[src/hdl/m4cm_pkg.sv]
// shared types and constants for the 4x4 column matrix multiplier
`timescale 1ns / 1ps

package m4cm_pkg;

   localparam int DIM           = 4;
   localparam int ELEM_W        = 32;
   localparam int COL_W         = 2;
   localparam int PROD_W        = 2 * ELEM_W;
   localparam int PAIR_W        = PROD_W + 1;
   localparam int ACC_W         = PROD_W + 2;
   localparam int FRAC_BITS_DEF = 16;

   typedef enum logic {
      MODE_LOAD     = 1'b0,
      MODE_MULTIPLY = 1'b1
   } mode_type;

   typedef struct packed {
      mode_type                  mode;
      logic [COL_W-1:0]          column;
      logic signed [ELEM_W-1:0]  elem0;
      logic signed [ELEM_W-1:0]  elem1;
      logic signed [ELEM_W-1:0]  elem2;
      logic signed [ELEM_W-1:0]  elem3;
   } req_type;

   typedef struct packed {
      logic [COL_W-1:0]          out_column;
      logic signed [ELEM_W-1:0]  out0;
      logic signed [ELEM_W-1:0]  out1;
      logic signed [ELEM_W-1:0]  out2;
      logic signed [ELEM_W-1:0]  out3;
      logic                      saturated;
   } rsp_type;

   typedef struct packed {
      logic en1;
      logic en2;
      logic en3;
   } pipe_ctrl_type;

endpackage

[src/hdl/m4cm_merge.sv]
// merges the lane results into the response register
`timescale 1ns / 1ps

module m4cm_merge
   import m4cm_pkg::*;
(
   input  logic                     clock,
   input  logic                     reset,
   input  logic                     en_out,
   input  logic                     stage_valid,
   input  logic [COL_W-1:0]         stage_column,
   input  logic signed [ELEM_W-1:0] lane_res [DIM],
   input  logic [DIM-1:0]           lane_clip,
   output logic                     rsp_valid,
   output rsp_type                  rsp_data
);

   logic    out_valid_ff;
   logic    out_valid_in;
   rsp_type out_data_ff;
   rsp_type out_data_in;

   always_comb begin
      out_valid_in           = en_out ? stage_valid : out_valid_ff;
      out_data_in.out_column = stage_column;
      out_data_in.out0       = lane_res[0];
      out_data_in.out1       = lane_res[1];
      out_data_in.out2       = lane_res[2];
      out_data_in.out3       = lane_res[3];
      out_data_in.saturated  = |lane_clip;
   end

   always_ff @(posedge clock) begin
      if (reset) begin
         out_valid_ff <= 1'b0;
      end else begin
         out_valid_ff <= out_valid_in;
      end
      if (en_out && stage_valid) begin
         out_data_ff <= out_data_in;
      end
   end

   assign rsp_valid = out_valid_ff;
   assign rsp_data  = out_data_ff;

endmodule

[config.mk]
export PLATFORM = sky130hd
export DESIGN_NAME = m4cm_merge
export DESIGN_NICKNAME = d
export VERILOG_FILES = /design/src/hdl/m4cm_pkg.sv /design/src/hdl/m4cm_merge.sv
export SDC_FILE = /design/constraint.sdc
export NUM_CORES = 1
export LEC_CHECK = 0
export ABC_AREA = 0
export CORE_AREA = 2 2 105 107
export CTS_BUF_LIST = sky130_fd_sc_hd__clkbuf_4
export DETAILED_ROUTE_END_ITERATION = 16
export DIE_AREA = 0 0 107 109
export DONT_BUFFER_PORTS = 1
export PLACE_DENSITY_LB_ADDON = 0.12
export SYNTH_ARGS = -nofsm -noshare
export SYNTH_HDL_FRONTEND = slang
export SYNTH_SLANG_ARGS = --single-unit
[constraint.sdc]
create_clock -name clock -period 6.25 [get_ports clock]
set_input_delay 1.25 -clock clock [delete_from_list [all_inputs] [get_ports clock]]
set_output_delay 1.25 -clock clock [all_outputs]
set_load 0.01 [all_outputs]
==> results by group, run 1 <==
Outcome
  – Status: complete, no violations

Power
  – Pwr Density: 369 nW/um2
  – Pleak: 1.40 nW
  – Maximum vdd drop: 0.000139 V
  – Power Total: 1.63 mW

Timing
  – Hold Violations, Final: 0
  – Worst slew margin: 45.8%
  – Tmin final: 2.61 ns
  – Final Cycle Share: 41.7%
  – RSZ-0062 raised after global routing: no
  – Pins Over Slew Limit: 0
  – TNS Setup: 0 ns
  – Worst-margin pin slew: 0.813 ns
  – Post-Route Skew: 0 ns
  – Maximum clock frequency: 384 MHz
  – Final number of setup-violating endpoints: 0

CTS
  – CTS tree: done
  – CTS Sinks: 132
  – CTS root buf: clkbuf_4
  – Hold buffers post-CTS: 0
  – Clock Latency Late Sink: 0.49 ns
  – Clk slew on worst S/H paths: 0.09 ns
  – Post-CTS Resized: 0
  – H-tree Lvls: 4
  – TritonCTS buffer count: 17
  – Longest Clk Path Bufs: 2
  – Post-CTS setup buffers: 0

Synth
  – Avg Cell Area, Syn: 29.3 um2
  – Register area share after synthesis: 99.3%
  – Yosys top cell by area: edfxtp_1
  – Distinct cells, synth: 6
  – #FFs+latches synth: 132
  – Synthesized area: 3980 um2
  – Mapped Nets: 274
  – Asr flop ratio synth: 0%
  – Top cells by area, synth: edfxtp_1, dfxtp_1, mux2i_1, or4_1, and2_1
  – Main synth FF type: edfxtp_1
  – Cell with the most instances after synthesis: edfxtp_1
  – Yosys Warn Count: 0
  – EDFF count, synth: 131
  – Mapped Cells: 136
  – Post-synth top area share: 98.8%

Die
  – Die X: 107 um
  – Initial Util: 37.6%
  – Row cnt: 38
  – Die area: 11700 um2
  – # IOs: 270
  – Die height: 109 um
  – CORE AREA: 10600 um2

Hold path
  – Worst Hold End: rsp_valid$_SDFFE_PP0P_
  – Hold_sp: rsp_valid$_SDFFE_PP0P_
  – WHS Path Cells: 2
  – Hold Path Class: reg -> reg

Drt
  – Average vias per placed instance: 4.67
  – Final antenna-violating net count: 0
  – Drt wl/cell: 24.7 um
  – Initial drt markers: 54
  – Drc violations: 0
  – DRT Pass-1 Iters: 4
  – Drt total wl: 7600 um
  – Routed vias: 1434

Global routing
  – GRT Util Overall: 12.6%
  – Largest net degree at the start of global routing: 68
  – Vias in the first global route: 1482
  – First-pass GRT wire length: 9750 um
  – Initial antenna violation count: 1
  – GRT overflow: 0

Layout
  – ANT cells: 0
  – Layout cell share with drive strength beyond 1: 17.4%
  – Final #Nets: 294
  – P&R area growth vs syn: 11.0%

Worst setup path
  – FF-to-FF Start: rsp_valid$_SDFFE_PP0P_
  – Worst path top cell family by delay: buffers and inverters
  – Critical Path End Type: flip-flop
  – Crit path launch type: input port
  – Critical path class: in -> reg
  – CP max-delay cell: buf_4
  – Crit path cell chain: and2_4 -> buf_4
  – Critical path's largest stage delay: 0.75 ns
  – R2r setup slk: 5.61 ns
  – Reg2reg path depth: 2
  – Worst Path Buf+Inv: 1
  – Worst endpoint data arrival time: 2.73 ns
  – RR Endpoint: rsp_valid$_SDFFE_PP0P_
  – CP max FO: 67
  – CP Data Required Time: 6.38 ns

Flow run
  – MaxCap Viol Count: 0

Placed design
  – Routability cong.: 0.670
  – Port Buffers: 0
-- layout make-up --
| class | count | area [um2] |
|---|---|---|
| fill | 910 | 6180 |
| sequential | 132 | 3950 |
| tap | 140 | 175 |
| clock buffer | 22 | 165 |
| clock inverter | 8 | 86.3 |
| multi-input combinational | 4 | 30.0 |
| timing repair buffer | 1 | 7.51 |
-- layer usage --
| metal | global-route usage, % | share of wire (%) | vias to the layer above |
|---|---|---|---|
| met5 | 0 | 0.17 | - |
| met4 | 9.28 | 2.5 | 2 |
| met3 | 8.61 | 14 | 18 |
| met2 | 20.8 | 54 | 151 |
| met1 | 10.5 | 30 | 669 |
| li1 | - | - | 594 |
-- worst max-delay path by stage --
stage                           start  depth (start not counted)                       to  slack (ns)
after detailed placement       en_out                          2  rsp_data[109]$_DFFE_PP_        3.12
after CTS                      en_out                          2   rsp_data[52]$_DFFE_PP_        3.68
after floorplan           stage_valid                          1    rsp_data[0]$_DFFE_PP_        1.50
after global routing           en_out                          2   rsp_data[34]$_DFFE_PP_        3.56
final                          en_out                          2   rsp_data[38]$_DFFE_PP_        3.64
after global placement         en_out                          2  rsp_data[121]$_DFFE_PP_        3.21
-- sequential cells by signal, summed over array words and instances, names as in the netlist --
signal / count
rsp_data: 131
rsp_valid: 1
-- layout by cell type, fill, tap and decap left out --
master	count
or4_1	1
buf_4	1
clkinv_2	3
edfxtp_1	131
bufinv_16	2
and2_4	1
clkinv_1	3
nor2_1	1
clkbuf_4	22
dfxtp_1	1
mux2i_1	1
-- through the flow --
step	hold slack (ns)	util [%]	std cells	cell area, um2	worst slack (ns)
final	0.575	41.7	307	4420	3.64
after global routing	0.592	41.7	307	4420	3.56
after CTS	0.583	41.7	307	4420	3.68
after detailed placement	0.567	39.3	277	4170	3.12
after global placement	0.563	39.3	277	4170	3.21
after floorplan	0.528	-	136	3980	1.50
-- cell families after synthesis --
group	after synthesis	synth area share, %
and+or+nand+nor	3	0.440
muxes	1	0.251
DFF	132	99.3
-- power breakdown --
part | leakage, nW | switching, mW | internal [mW]
Combinational | 0.0183 | 0.0152 | 0.00133
Sequential | 1.24 | 0.0541 | 1.04
Clock | 0.146 | 0.265 | 0.250
No activity file was read; power rests on OpenSTA's default activity.
==> inputs of run 2 (changes only) <==
- clock period: 6.25 -> 2.1 ns (I/O delays scaled with it)
==> results by group, run 2 <==
CTS
  – Post-CTS setup buffers: 0
  – TritonCTS buffer count: 17
  – CTS Sinks: 132
  – Longest Clk Path Bufs: 2
  – Post-CTS Resized: 0
  – Hold buffers post-CTS: 101
  – CTS root buf: clkbuf_4
  – H-tree Lvls: 4

Synth
  – Register area share after synthesis: 99.3%
  – Cell with the most instances after synthesis: edfxtp_1
  – #FFs+latches synth: 132
  – Mapped Cells: 136
  – Mapped Nets: 274
  – Yosys Warn Count: 0
  – Top cells by area, synth: edfxtp_1, dfxtp_1, mux2i_1, or4_1, and2_1
  – Yosys top cell by area: edfxtp_1
  – Post-synth top area share: 98.8%
  – Synthesized area: 3980 um2
  – Distinct cells, synth: 6
  – Main synth FF type: edfxtp_1
  – EDFF count, synth: 131
  – Avg Cell Area, Syn: 29.3 um2
  – Asr flop ratio synth: 0%

Placed design
  – Port Buffers: 0
  – Routability cong.: 0.671

Die
  – Initial Util: 37.6%
  – Die X: 107 um
  – Die height: 109 um
  – Row cnt: 38
  – # IOs: 270

Outcome
  – Status: aborted with a tool error
  – Fail Step: clock tree synthesis (4_1_cts)
  – Log Error: [ERROR RSZ-0060] Max buffer count reached.
## run 2: cell counts after synthesis
No cell type changed its count.
## run 2: per-stage QoR
step | area [um2] | util (%) | hold slack [ns] | instances | setup WS (ns)
after global placement | 4180 | 39.4 | 0.498 | 277 | 0.663
after detailed placement | 4180 | 39.4 | 0.500 | 277 | 0.621
after floorplan | 3980 | - | 0.492 | 136 | 0.306
## run 2: logic make-up after synthesis
group,count (synthesis),synth area share [%]
flip-flops,132,99.3
AND/OR/NAND/NOR,3,0.440
multiplexers,1,0.251
==> inputs of run 3 (changes only) <==
- CORE_AREA: 2 2 105 107 -> not set
- CORE_UTILIZATION: not set -> 26
- CTS_BUF_LIST: sky130_fd_sc_hd__clkbuf_4 -> not set
- DIE_AREA: 0 0 107 109 -> not set
- PLACE_DENSITY_LB_ADDON: 0.12 -> 0.15
- clock period: 2.1 -> 2.7 ns (I/O delays scaled with it)
==> results by group, run 3 (synthesis results as in run 1) <==
Power
  – Pleak: 1.56 nW
  – Pwr Density: 1020 nW/um2
  – Maximum vdd drop: 0.000362 V

Die
  – CORE AREA: 14800 um2
  – Die height: 126 um
  – Initial Util: 27.0%
  – Die area: 15800 um2
  – Die X: 126 um
  – # IOs: 270
  – Row cnt: 44

Timing
  – Hold slack: 0.201 ns
  – Worst-margin pin slew: 0.460 ns
  – RSZ-0062 raised after global routing: no
  – Setup WS post-layout: 1.30 ns
  – Final number of setup-violating endpoints: 0
  – Tmin final: 1.40 ns
  – Maximum clock frequency: 712 MHz
  – Final Cycle Share: 52.0%
  – Post-Route Skew: 0 ns
  – Pins Over Slew Limit: 0
  – Worst slew margin: 69.4%
  – Hold Violations, Final: 0
  – TNS Setup: 0 ns

Worst setup path
  – CP startpoint: rsp_data[87]$_DFFE_PP_
  – Critical Path End Type: output port
  – Critical path class: reg -> out
  – CP max FO: 1
  – Crit path launch type: flip-flop
  – FF-to-FF Start: rsp_valid$_SDFFE_PP0P_
  – CP Data Required Time: 2.16 ns
  – Worst endpoint data arrival time: 0.86 ns

Global routing
  – First-pass GRT wire length: 10200 um
  – Largest net degree at the start of global routing: 76
  – GRT overflow: 0
  – GRT Util Overall: 9.66%
  – Vias in the first global route: 1568
  – Initial antenna violation count: 0

Placed design
  – Pre-CTS setup slack: 0.919 ns
  – Routability cong.: 0.671
  – Area after DPL: 4240 um2
  – Port Buffers: 0

CTS
  – Clock Latency Late Sink: 0.40 ns
  – Longest Clk Path Bufs: 2
  – Post-CTS setup buffers: 0
  – CTS root buf: clkbuf_16
  – Post-CTS Resized: 0
  – Clk slew on worst S/H paths: 0.06 ns
  – CTS tree: done
  – Hold buffers post-CTS: 0
  – CTS Sinks: 132
  – H-tree Lvls: 4
  – TritonCTS buffer count: 17

Drt
  – Drc violations: 0
  – Routed vias: 1485
  – Final antenna-violating net count: 0
  – DRT Pass-1 Iters: 4
  – Average vias per placed instance: 4.19
  – Drt total wl: 7450 um
  – Drt wl/cell: 21.1 um
  – Initial drt markers: 84

Layout
  – Layout cell share with drive strength beyond 1: 20.0%
  – Final #Nets: 295
  – Commonest cells after routing, fill and taps aside: edfxtp_1, clkbuf_16, bufinv_16
  – Fill count: 1373
  – Max reg flops: 131
  – P&R area growth vs syn: 22.3%
  – Commonest non-fill, non-tap cell in the layout: edfxtp_1
  – Design Area, Final: 4870 um2
  – ANT cells: 0
  – Final Core Density: 33.0%

Hold path
  – Hold_sp: reset
  – Hold Path Class: in -> reg

Flow run
  – MaxCap Viol Count: 0

Outcome
  – Status: complete, no violations
## run 3: through the flow
stage,cells,power [mW]
final,354,4.97
after global routing,354,5.14
after CTS,354,5.05
after floorplan,136,2.59
after detailed placement,322,2.63
after global placement,322,2.63
## run 3: worst paths after layout
path                                          endpoint  slack (ns)  cells after the start
worst max register to register  rsp_valid$_SDFFE_PP0P_        2.07                      2
worst min-delay path            rsp_valid$_SDFFE_PP0P_        0.20                      1
worst min register to register  rsp_valid$_SDFFE_PP0P_        0.57                      2
worst max-delay path                      rsp_data[87]        1.30                      0
## run 3: metal layers
layer | part of all wire (%) | routed length (um) | up-vias | GRT usage [%]
li1 | - | - | 602 | -
met1 | 29 | 2180 | 696 | 7.38
met2 | 53 | 3980 | 172 | 15.9
met3 | 15 | 1100 | 15 | 7.56
met4 | 2.6 | 193 | 0 | 7.51
met5 | 0 | 0 | - | 0
## run 3: final cells by class
class	count	area, um2	area share (%)
sequential	132	3950	81.2
timing repair buffer	2	27.5	0.565
multi-input combinational	4	30.0	0.616
clock buffer	17	425	8.73
clock inverter	15	204	4.19
tap	184	230	4.73
## run 3: report_power, final
| part | internal [mW] | switching [mW] |
|---|---|---|
| registers | 2.42 | 0.126 |
| logic | 0.00606 | 0.0358 |
| clock network | 1.55 | 0.835 |
| total | 3.98 | 0.997 |
==> inputs of run 4 (changes only) <==
- ABC_AREA: 0 -> 1
- clock period: 2.7 -> 1.4 ns (I/O delays scaled with it)
==> results by group, run 4 <==
Synth
  – EDFF count, synth: 131
  – Cell with the most instances after synthesis: edfxtp_1
  – Mapped Nets: 278
  – Register area share after synthesis: 99.1%
  – #FFs+latches synth: 132
  – Commonest cells in the netlist: edfxtp_1, nand2_1, inv_1, nor2_1
  – Main synth FF type: edfxtp_1
  – Asr flop ratio synth: 0%
  – Synthesized area: 3990 um2
  – Avg Cell Area, Syn: 28.5 um2
  – Distinct cells, synth: 6
  – Post-synth top area share: 98.6%
  – Mapped Cells: 140
  – Yosys Warn Count: 0
  – Top cells by area, synth: edfxtp_1, dfxtp_1, nand2_1, a21oi_2, inv_1
  – Yosys top cell by area: edfxtp_1

Die
  – Initial Util: 27.0%
  – # IOs: 270
  – Die X: 126 um
  – Row cnt: 44
  – Die height: 126 um

CTS
  – CTS Sinks: 132
  – Post-CTS setup buffers: 0
  – CTS root buf: clkbuf_16
  – Hold buffers post-CTS: 101
  – Longest Clk Path Bufs: 2
  – TritonCTS buffer count: 17
  – Post-CTS Resized: 0
  – H-tree Lvls: 4

Outcome
  – Log Error: [ERROR RSZ-0060] Max buffer count reached.
  – Status: aborted with a tool error
  – Fail Step: clock tree synthesis (4_1_cts)

Placed design
  – Port Buffers: 0
  – Pre-CTS setup slack: 0.238 ns
  – Routability cong.: 0.686
  – HPWL after DPL: 5550 um
  – Area after DPL: 4280 um2
  – Placed Cells: 326
-- run 4: kinds of logic after synthesis --
kind of cell,synth area share [%]
and+or+nand+nor,0.471
AOI/OAI and AO/OA,0.220
DFF,99.1
buffers and inverters,0.188
-- run 4: metrics by stage --
stage | util (%) | hold slack (ns) | TNS, ns
2_1_floorplan | - | 0.342 | -163.79
3_3_place_gp | 29.0 | 0.345 | 0
3_5_place_dp | 29.0 | 0.345 | 0
